==> src/svs_pkg.sv <==
// ----------------------------------------------------------------------------
// svs_pkg: shared definitions of the sorted value store
// Capacity, derived widths, operation codes and the control bundle that the
// top level broadcasts to every storage cell.
// ----------------------------------------------------------------------------
package svs_pkg;

    localparam int CAPACITY = 64;
    localparam int DATA_W   = 32;
    localparam int IDX_W    = 6;
    localparam int COUNT_W  = 7;
    localparam int CNT_W    = $clog2(CAPACITY + 1);
    localparam int CMP_W    = (CNT_W > IDX_W) ? CNT_W : IDX_W;
    localparam int EXT_W    = CNT_W + COUNT_W;

    typedef enum logic [1:0] {
        OP_INSERT     = 2'd0,
        OP_REMOVE_AT  = 2'd1,
        OP_REMOVE_VAL = 2'd2,
        OP_READ       = 2'd3
    } op_t;

    typedef struct packed {
        op_t                      op;
        logic signed [DATA_W-1:0] value;
        logic [CMP_W-1:0]         index;
        logic [CMP_W-1:0]         count;
        logic                     commit;
    } cell_ctl_t;

endpackage

==> src/svs_cell.sv <==
// ----------------------------------------------------------------------------
// svs_cell: one storage cell of the sorted value store
// Holds one entry, compares it against the broadcast value and index, and
// takes a neighbor's entry when the row shifts for an insert or a removal.
// ----------------------------------------------------------------------------
module svs_cell
    import svs_pkg::*;
(
    input  logic                     clk,
    input  cell_ctl_t                ctl,
    input  logic [CMP_W-1:0]         pos,
    input  logic signed [DATA_W-1:0] left_value,
    input  logic                     left_lt,
    input  logic signed [DATA_W-1:0] right_value,
    output logic signed [DATA_W-1:0] value,
    output logic                     lt,
    output logic                     found,
    output logic [DATA_W-1:0]        read_data
);

    logic signed [DATA_W-1:0] value_reg;
    logic signed [DATA_W-1:0] value_next;
    logic                     in_use;
    logic                     hit;

    assign in_use = pos < ctl.count;
    assign lt     = in_use && (value_reg < ctl.value);

    // The entry holding the first position not below the value is the only
    // candidate for removal, since the row is kept in ascending order.
    assign found     = in_use && !lt && left_lt && (value_reg == ctl.value);
    assign hit       = in_use && (pos == ctl.index);
    assign read_data = hit ? value_reg : '0;
    assign value     = value_reg;

    always_comb
    begin
        value_next = value_reg;
        if (ctl.commit)
        begin
            unique case (ctl.op)
                OP_INSERT:
                begin
                    if (!lt)
                    begin
                        value_next = left_lt ? ctl.value : left_value;
                    end
                end
                OP_REMOVE_AT:
                begin
                    if (pos >= ctl.index)
                    begin
                        value_next = right_value;
                    end
                end
                OP_REMOVE_VAL:
                begin
                    if (!lt)
                    begin
                        value_next = right_value;
                    end
                end
                OP_READ:
                begin
                    value_next = value_reg;
                end
                default:
                begin
                    value_next = value_reg;
                end
            endcase
        end
    end

    always_ff @(posedge clk)
    begin
        value_reg <= value_next;
    end

endmodule

==> config.mk <==
export PLATFORM = sky130hd
export DESIGN_NAME = svs_cell
export DESIGN_NICKNAME = d
export VERILOG_FILES = /design/src/svs_pkg.sv /design/src/svs_cell.sv
export SDC_FILE = /design/constraint.sdc
export NUM_CORES = 1
export LEC_CHECK = 0
export BUFFER_PORTS_ARGS = -buffer_cell sky130_fd_sc_hd__buf_4
export CAP_MARGIN = 20
export CORE_MARGIN = 4
export CORE_UTILIZATION = 47
export DETAILED_ROUTE_END_ITERATION = 8
export HOLD_SLACK_MARGIN = 0.05
export PLACE_DENSITY = 0.87
export SLEW_MARGIN = 0
export SYNTH_ARGS = -nofsm -noshare
export SYNTH_HDL_FRONTEND = slang
export SYNTH_SLANG_ARGS = --single-unit
==> constraint.sdc <==
create_clock -name clk -period 5.2 [get_ports clk]
set_input_delay 0.52 -clock clk [delete_from_list [all_inputs] [get_ports clk]]
set_output_delay 0.52 -clock clk [all_outputs]
set_load 0.03 [all_outputs]
==> results of run 1 <==
-- per-stage QoR --
stage | setup slack [ns] | total power [mW]
after floorplan | 1.51 | 0.539
after global placement | 1.72 | 0.690
after detailed placement | 1.59 | 0.704
after CTS | 1.79 | 0.936
after global routing | 1.62 | 0.981
final | 1.79 | 0.929
-- path summary, 6_finish.rpt --
path / startpoint / end / slack (ns) / depth (start not counted)
hold / removal: right_value[30] / value[30] / 0.52 / 3
hold reg to reg: value[31] / value[28] / 1.18 / 3
setup reg to reg: value[31] / value[17] / 1.79 / 9
setup / recovery: value[31] / value[17] / 1.79 / 9
-- tightest hold or removal path, stage by stage --
cell and delay, ns:
buf_4 0.08, nand2_1 0.03, o21ai_0 0.05
-- power breakdown --
group / switching (mW) / leakage [nW] / internal, mW
Clock: 0.0886 / 0.0552 / 0.142
Sequential: 0.0211 / 0.304 / 0.322
Combinational: 0.191 / 2.10 / 0.164
Total: 0.301 / 2.46 / 0.627
-- cell usage after synthesis --
| library cell | n | area (sq um) |
|---|---|---|
| o211ai_1 | 2 | 15.0 |
| a21oi_2 | 1 | 8.76 |
| a21oi_1 | 17 | 85.1 |
| clkbuf_1 | 11 | 41.3 |
| inv_1 | 48 | 180 |
| mux2i_1 | 32 | 320 |
| a211oi_2 | 1 | 12.5 |
| nor4_1 | 2 | 12.5 |
| nor2_1 | 9 | 33.8 |
| a221oi_1 | 1 | 8.76 |
| nand3_1 | 5 | 25.0 |
| nand2_1 | 45 | 169 |
| a21o_1 | 2 | 15.0 |
| o21ai_1 | 1 | 5.00 |
| nor2b_1 | 3 | 18.8 |
| nand2b_1 | 1 | 6.26 |
| a221o_1 | 1 | 10.0 |
| xnor2_1 | 1 | 8.76 |
| ha_1 | 49 | 613 |
| o21a_1 | 1 | 7.51 |
| nor4bb_1 | 1 | 10.0 |
| edfxtp_1 | 32 | 961 |
| o21ai_0 | 40 | 200 |
| a211oi_1 | 1 | 7.51 |
| nor3_1 | 3 | 15.0 |
| and2_1 | 31 | 194 |
| buf_2 | 3 | 15.0 |
| nand4_1 | 6 | 37.5 |
| a211o_1 | 1 | 8.76 |
-- cell type report --
class                           instances  area share, %
Clock inverter                          2          0.757
Timing Repair Buffer                  189           30.7
Tap cell                               77           2.08
Clock buffer                            6           1.57
Multi-Input combinational cell        257           40.3
Sequential cell                        32           20.8
Inverter                               48           3.89
-- metal layers --
layer | vias to the layer above | global-route usage (%) | wire, microns
met5 | - | 0 | 0
met4 | 0 | 5.63 | 157
met1 | 1409 | 26.5 | 3600
met2 | 126 | 44.9 | 5130
li1 | 1573 | - | -
met3 | 12 | 3.07 | 612
-- logic make-up (layout without fill, tap and decap cells) --
group,after synthesis,in the layout
adder cells (fa/ha/maj),49,49
AO/OA/AOI/OAI,69,69
XOR/XNOR,1,1
buffers and inverters,62,245
flip-flops,32,32
AND/OR/NAND/NOR,106,106
multiplexers,32,32
==> impl_metrics.ini, run 1 <==
[status]
status = finished, final reports clean

[layout]
area_growth_pct = 51.9
n_antenna_cell = 0
multiInputGateArea_sq_um = 1860
seq_area_sq_um = 961
drive_gt1_share_pct = 37.5
fin_nets = 704
layout.cells.non_filler = 611
layout_commonest_cell = buf_4
mostFrequentLayoutCells = 189 x buf_4, 48 x inv_1, 48 x ha_1
largest_register_ffs = 32
nFillCells = 485
final_core_util_pct = 73.3
fin_area_sq_um = 4630

[clock_tree]
cts_setup_buffers = 0
cts_buffers = 5
clkSinkCount = 32
max-clock-path-buffers = 2
root_buffer = clkbuf_8
clk_pin_slew_worst_paths_ns = 0.06
hold_buffers = 0
worstSkewPairLatency_ns = 0.27
cts_tree = built
cts_max_level = 2
ctsResizeCount = 0

[floorplanning]
core_sq_um = 6310
die_w_microns = 88.5
num_io_pins = 188
initial_core_util_pct = 48.2
dieHeight_microns = 88.5
rows = 29
die-area_sq_um = 7830

[timing]
drv_slew = 0
holdWs_ns = 0.524
hold_viol = 0
min_period_ns = 3.41
relSlewSlack_pct = 37.8
fin_skew_ns = 0.00501
finalSetupViolCount = 0
worst_slew_pin_slew_ns = 0.933
grt_setup_unrepaired = false
setup_tns_ns = 0
fin_crit_sh_pct = 65.5
fmax_mhz = 294

[setup_path]
cpPeakStageDelay_ns = 0.74
crit_arrival_ns = 3.37
crit_chain = ha_1 -> nand4_1 -> nor2_1 -> nand2_1 -> nor3_1 -> a21oi_2 -> xnor2_1 -> a211oi_4 -> buf_4
critical_path_class = register to register
crit_buf_inv = 1
cp.required_ns = 5.16
worst_path_max_delay_cell = a211oi_4
startpoint_type = register
end_kind = register
cp_top_family = simple AND/OR/NAND/NOR gates
worstPathMaxFanout = 18

[route]
wl_per_cell_microns = 15.5
drcViolationCount = 0
first_iter_violations = 131
drt_wl_total_microns = 9500
routed_via_density = 5.11
firstDrtPassIters = 4
num_vias = 3120
antenna_left = 0

[min_path]
min_path_type = primary input to register

[synth]
synth_compound_area_share_pct = 12.6
synthCells = 351
postSynthAreaPerCell_sq_um = 8.68
ys_seq_area_share_pct = 31.6
synth-xor-area-share_pct = 0.288
synthSimpleGateAreaFrac_pct = 17.1
ys_seq_elements = 32
yosys-mux-area-fraction_pct = 10.5
ys_warn_count = 0
synthesis.area_sq_um = 3050
synth_top_family_by_area = adder cells
syn-num-nets = 522
synthAdderAreaFrac_pct = 20.1
ys_types = 29

[grt]
grt_pass1_wl_microns = 14300
antenna_found_initial = 0
grt_pass1_vias = 3145
overflow = 0
grt.total_usage_pct = 23.1
grt_max_degree = 65

[power]
p_per_area_nw_per_um2 = 201
p_leak_nw = 2.46
ir_drop_v = 0.000238

[placement]
dp_cells = 603
hpwlAfterDp_microns = 8120
port_buffers = 187
gp_congestion = 0.904
post_dp_cell_area_sq_um = 4520

[job]
maxCapViolCount = 0
Power figures use the tool's default switching activity.
==> run 2: changes to the inputs <==
--- a/config.mk
+++ b/config.mk
@@ -8,10 +8,10 @@
 export BUFFER_PORTS_ARGS = -buffer_cell sky130_fd_sc_hd__buf_4
 export CAP_MARGIN = 20
 export CORE_MARGIN = 4
-export CORE_UTILIZATION = 47
+export CORE_UTILIZATION = 40
 export DETAILED_ROUTE_END_ITERATION = 8
 export HOLD_SLACK_MARGIN = 0.05
-export PLACE_DENSITY = 0.87
+export PLACE_DENSITY = 0.78
 export SLEW_MARGIN = 0
 export SYNTH_ARGS = -nofsm -noshare
 export SYNTH_HDL_FRONTEND = slang
==> constraint.sdc (replaced) <==
create_clock -name clk -period 2.86 [get_ports clk]
set_input_delay 0.286 -clock clk [delete_from_list [all_inputs] [get_ports clk]]
set_output_delay 0.286 -clock clk [all_outputs]
set_load 0.03 [all_outputs]
==> run 2 against run 1 <==
Critical path depth unchanged; clock power up 85%; first-iteration DRC count down 24%; flip-flop and latch count unchanged; power up 89%; setup slack worse by 1.7 ns; combinational power up 100%; clock-buffer cell count down 1; wire length up 5.1%; final area up 5.9%; global-route usage down 2.4 points; non-clock buffer count up 18.
==> impl_metrics.ini, run 2 (synthesis results as in run 1) <==
[status]
status = finished, final reports clean

[timing]
fin_crit_sh_pct = 97.3
fmax_mhz = 359
fin_skew_ns = 0.00409
relSlewSlack_pct = 56.2
worst_slew_pin_slew_ns = 0.657
drv_slew = 0
grt_setup_unrepaired = true
hold_viol = 0
min_period_ns = 2.78
finalSetupViolCount = 0
fin_ws_ns = 0.0782

[route]
first_iter_violations = 100
firstDrtPassIters = 4
drt_wl_total_microns = 9980
routed_via_density = 4.90
wl_per_cell_microns = 15.3
drcViolationCount = 0
antenna_left = 0
num_vias = 3193

[clock_tree]
cts_buffers = 5
cts_max_level = 2
clkSinkCount = 32
clk_pin_slew_worst_paths_ns = 0.07
hold_buffers = 0
max-clock-path-buffers = 2
root_buffer = clkbuf_8
cts_tree = built
worstSkewPairLatency_ns = 0.28

[power]
swShare_pct = 33.2
combPwrFrac_pct = 40.4
internal-power_mw = 1.18
clkPwrFrac_pct = 24.3
total_power_mw = 1.76
ir_drop_v = 0.000261
seq_power_share_pct = 35.3
p_leak_nw = 2.56
p_per_area_nw_per_um2 = 359
power.switching_mw = 0.583

[grt]
antenna_found_initial = 0
grt_pass1_wl_microns = 14800
gr-usage-met2_pct = 38.6
overflow = 0
grtUsageMet3_pct = 3.08
grt.total_usage_pct = 20.7
grt_max_degree = 42
grt_pass1_vias = 3233
grt_use_met1_pct = 24.3
top_usage_layer = met2

[setup_path]
startpoint_type = register
r2r_cells = 9
crit_chain = ha_4 -> a21oi_1 -> o21ai_2 -> a221o_1 -> a211o_1 -> a21oi_2 -> xnor2_2 -> nor2b_1 -> buf_4
end_kind = output pin
cpPeakStageDelay_ns = 0.45
critical_path_class = register to output pin
cp.required_ns = 2.57
cp_top_family = compound AO/OA/AOI/OAI gates
crit_arrival_ns = 2.50
worstSetupPathDepth = 9
worstPathMaxFanout = 3
worst_path_max_delay_cell = edfxtp_1
crit_buf_inv = 1

[layout]
largest_register_ffs = 32
multiInputGateArea_sq_um = 1970
area_growth_pct = 60.9
layout_commonest_cell = buf_4
fin_nets = 722
drive_gt1_share_pct = 41.8
seq_area_sq_um = 961
mostFrequentLayoutCells = 207 x buf_4, 48 x inv_1, 45 x nand2_1
n_antenna_cell = 0
nFillCells = 604

[floorplanning]
num_io_pins = 188
core_sq_um = 7330
die-area_sq_um = 9070
initial_core_util_pct = 41.5
die_w_microns = 95.3
dieHeight_microns = 95.3
rows = 31

[placement]
gp_congestion = 0.790
preCtsSetupSlack_ns = 0.0998
hpwlAfterDp_microns = 8130
port_buffers = 187

[min_path]
min_path_type = primary input to register
hold_depth = 3

[job]
maxCapViolCount = 0
## run 2: cell count changes in the layout (fill, tap and decap cells not counted), moves of 2 or more
cell,delta
a21oi_1,-3
ha_4,+6
ha_1,-6
buf_4,+18
clkinv_1,+2
a21oi_2,+3
## run 2: power groups by stage
stage	combinational (mW)	sequential (mW)	clock (mW)
2_1_floorplan	0.280	0.709	0
3_3_place_gp	0.650	0.628	0
3_5_place_dp	0.666	0.631	0
4_1_cts	0.674	0.620	0.436
5_1_grt	0.785	0.627	0.456
6_report	0.711	0.621	0.427
## run 2: repair_timing
action / 4_1_cts / 5_1_grt
gates resized for setup: 1 / 11
buffers inserted: 2 / 10
pin swaps: 1 / 7
endpoints found under the setup margin: 2 / 26
## run 2: stage by stage
stage / setup TNS, ns / area (sq um) / utilization [%] / std cells / hold slack (ns)
2_1_floorplan: -11.95 / 3070 / - / 351 / 0.473
3_3_place_gp: 0 / 4610 / 62.9 / 631 / 0.572
3_5_place_dp: 0 / 4610 / 62.9 / 631 / 0.569
4_1_cts: 0 / 4740 / 64.7 / 641 / 0.273
5_1_grt: -0.0853 / 4900 / 66.8 / 651 / 0.284
6_report: 0 / 4900 / 66.8 / 651 / 0.280
## run 2: final cells by class
cell class,instances,area share (%)
clock inverter,3,0.766
timing repair buffer,207,31.7
multi-input combinational,257,40.3
inverter,48,3.68
clock buffer,5,1.40
tap,99,2.53
sequential,32,19.6
## run 2: path summary, 6_finish.rpt
| check | from | to | slack, ns |
|---|---|---|---|
| setup reg to reg | value[7] | value[10] | 0.16 |
| hold / removal | right_value[8] | value[8] | 0.28 |
| setup / recovery | value[7] | lt | 0.08 |
| hold reg to reg | value[31] | value[25] | 1.25 |
## run 2: worst register-to-register path, delay by kind of cell, from the launching register on
| family | cells | cell delay, ns |
|---|---|---|
| DFF | 1 | 0.45 |
| AOI/OAI and AO/OA | 6 | 1.25 |
| xor gates and xnor gates | 1 | 0.12 |
| adders and majority gates | 1 | 0.25 |
| buffers and inverters | 1 | 0.30 |
## run 2: routing by layer
metal | vias to the layer above | routed length, microns | part of all wire (%)
met1 | 1457 | 3890 | 39
met4 | 0 | 170 | 1.7
met2 | 116 | 5360 | 54
met5 | - | 0 | 0
li1 | 1607 | - | -
met3 | 13 | 563 | 5.6
==> run 3: changes to the inputs <==
==> constraint.sdc (replaced) <==
create_clock -name clk -period 2.25 [get_ports clk]
set_input_delay 0.225 -clock clk [delete_from_list [all_inputs] [get_ports clk]]
set_output_delay 0.225 -clock clk [all_outputs]
set_load 0.03 [all_outputs]
==> run 3 against run 2 <==
Power up 29%; critical endpoint is now value[11]; setup slack worse by 0.61 ns; combinational power rose by 48%; die area unchanged; the flow now finishes with violations (setup timing); core utilization is 5.6 points higher; wire length grew 1.5%; final area up 8.4%; register-to-register slack got worse by 0.69 ns; global-route usage rose by 0.58 points; highest routed layer unchanged.
==> impl_metrics.ini, run 3 (synthesis results as in run 1) <==
[status]
status = finished, violations left
violations = setup timing

[layout]
layout_commonest_cell = buf_4
drive_gt1_share_pct = 46.6
n_antenna_cell = 0
fin_nets = 773
mostFrequentLayoutCells = 244 x buf_4, 48 x inv_1, 45 x nand2_1
layout.cells.non_filler = 702
largest_register_ffs = 32
nFillCells = 565
final_core_util_pct = 72.4
area_growth_pct = 74.3

[floorplanning]
initial_core_util_pct = 41.5
num_io_pins = 188
die-area_sq_um = 9070
dieHeight_microns = 95.3
core_sq_um = 7330
rows = 31
die_w_microns = 95.3

[placement]
preCtsSetupSlack_ns = -0.400
gp_congestion = 0.798
port_buffers = 187
dp_cells = 681
hpwlAfterDp_microns = 8290

[route]
firstDrtPassIters = 5
num_vias = 3405
antenna_left = 0
wl_per_cell_microns = 14.4
routed_via_density = 4.85
first_iter_violations = 103
drcViolationCount = 0
drt_wl_total_microns = 10100

[timing]
grt_setup_unrepaired = true
drv_slew = 0
hold_viol = 0
worst_slew_pin_slew_ns = 0.490
fin_skew_ns = 0.0107
fin_crit_sh_pct = 123
finalSetupViolCount = 34
fmax_mhz = 360
setup_tns_ns = -17.30
fin_ws_ns = -0.528
holdWs_ns = 0.217
min_period_ns = 2.78
relSlewSlack_pct = 67.3

[setup_path]
worstPathMaxFanout = 8
cpPeakStageDelay_ns = 0.40
crit_chain = ha_1 -> a21oi_1 -> o21ai_1 -> a221o_1 -> a211o_1 -> a21oi_2 -> xnor2_2 -> buf_4 -> a211oi_4 -> buf_6 -> buf_8
crit_arrival_ns = 2.78
crit_buf_inv = 3
cp.required_ns = 2.25
end_kind = register
critical_path_class = register to register
cp_top_family = compound AO/OA/AOI/OAI gates
startpoint_type = register
worst_path_max_delay_cell = edfxtp_1

[grt]
grt_pass1_vias = 3469
antenna_found_initial = 0
grt.total_usage_pct = 21.3
overflow = 0
grt_pass1_wl_microns = 15400
grt_max_degree = 37

[clock_tree]
max-clock-path-buffers = 2
root_buffer = clkbuf_8
cts_tree = built
clkSinkCount = 32
cts_max_level = 2
hold_buffers = 0
cts_buffers = 5
worstSkewPairLatency_ns = 0.29
clk_pin_slew_worst_paths_ns = 0.07

[power]
p_leak_nw = 2.82
ir_drop_v = 0.000220
p_per_area_nw_per_um2 = 427

[job]
maxCapViolCount = 0

[min_path]
min_path_type = primary input to register
## run 3: path summary, 6_finish.rpt
path                                      start        end  cells after the start  slack, ns
worst min register to register        value[31]  value[31]                      6       1.27
worst max register to register         value[5]  value[11]                     11      -0.53
worst min-delay path            right_value[19]  value[19]                      3       0.22
worst max-delay path                   value[5]  value[11]                     11      -0.53
## run 3: worst min-delay path, cell delays in order
cell and delay [ns]:
buf_4 0.08, nand2_1 0.04, o21ai_0 0.05
## run 3: routing by layer
| layer | global-route usage [%] | up-vias | wire (microns) |
|---|---|---|---|
| li1 | - | 1717 | - |
| met1 | 23.6 | 1537 | 3860 |
| met2 | 41.2 | 127 | 5360 |
| met3 | 3.39 | 24 | 646 |
| met4 | 6.37 | 0 | 262 |
| met5 | 0 | - | 0 |
## run 3: timing repair
action | 4_1_cts | 5_1_grt
setup buffers | 6 | 4
pin swaps | 10 | 7
gates resized for setup | 6 | 27
setup endpoints to repair | 34 | 65
gates cloned | 1 | 2
## run 3: metrics by stage
step / area [sq um] / power, mW
final: 5310 / 2.27
after global routing: 5310 / 2.41
after CTS: 5150 / 2.23
after detailed placement: 4990 / 1.76
after global placement: 4990 / 1.73
after floorplan: 3080 / 1.26
## run 3: power breakdown
| part | switching, mW | internal (mW) |
|---|---|---|
| clock network | 0.224 | 0.215 |
| logic | 0.510 | 0.541 |
| registers | 0.0348 | 0.742 |
| total | 0.769 | 1.50 |
## run 3: final cells by class
cell class	count	area [sq um]	share of cell area (%)
Timing Repair Buffer	258	1990	37.5
Multi-Input combinational cell	257	1970	37.0
Sequential cell	32	961	18.1
Clock buffer	6	72.6	1.37
Inverter	48	180	3.39
Clock inverter	2	11.3	0.212
Tap cell	99	124	2.33
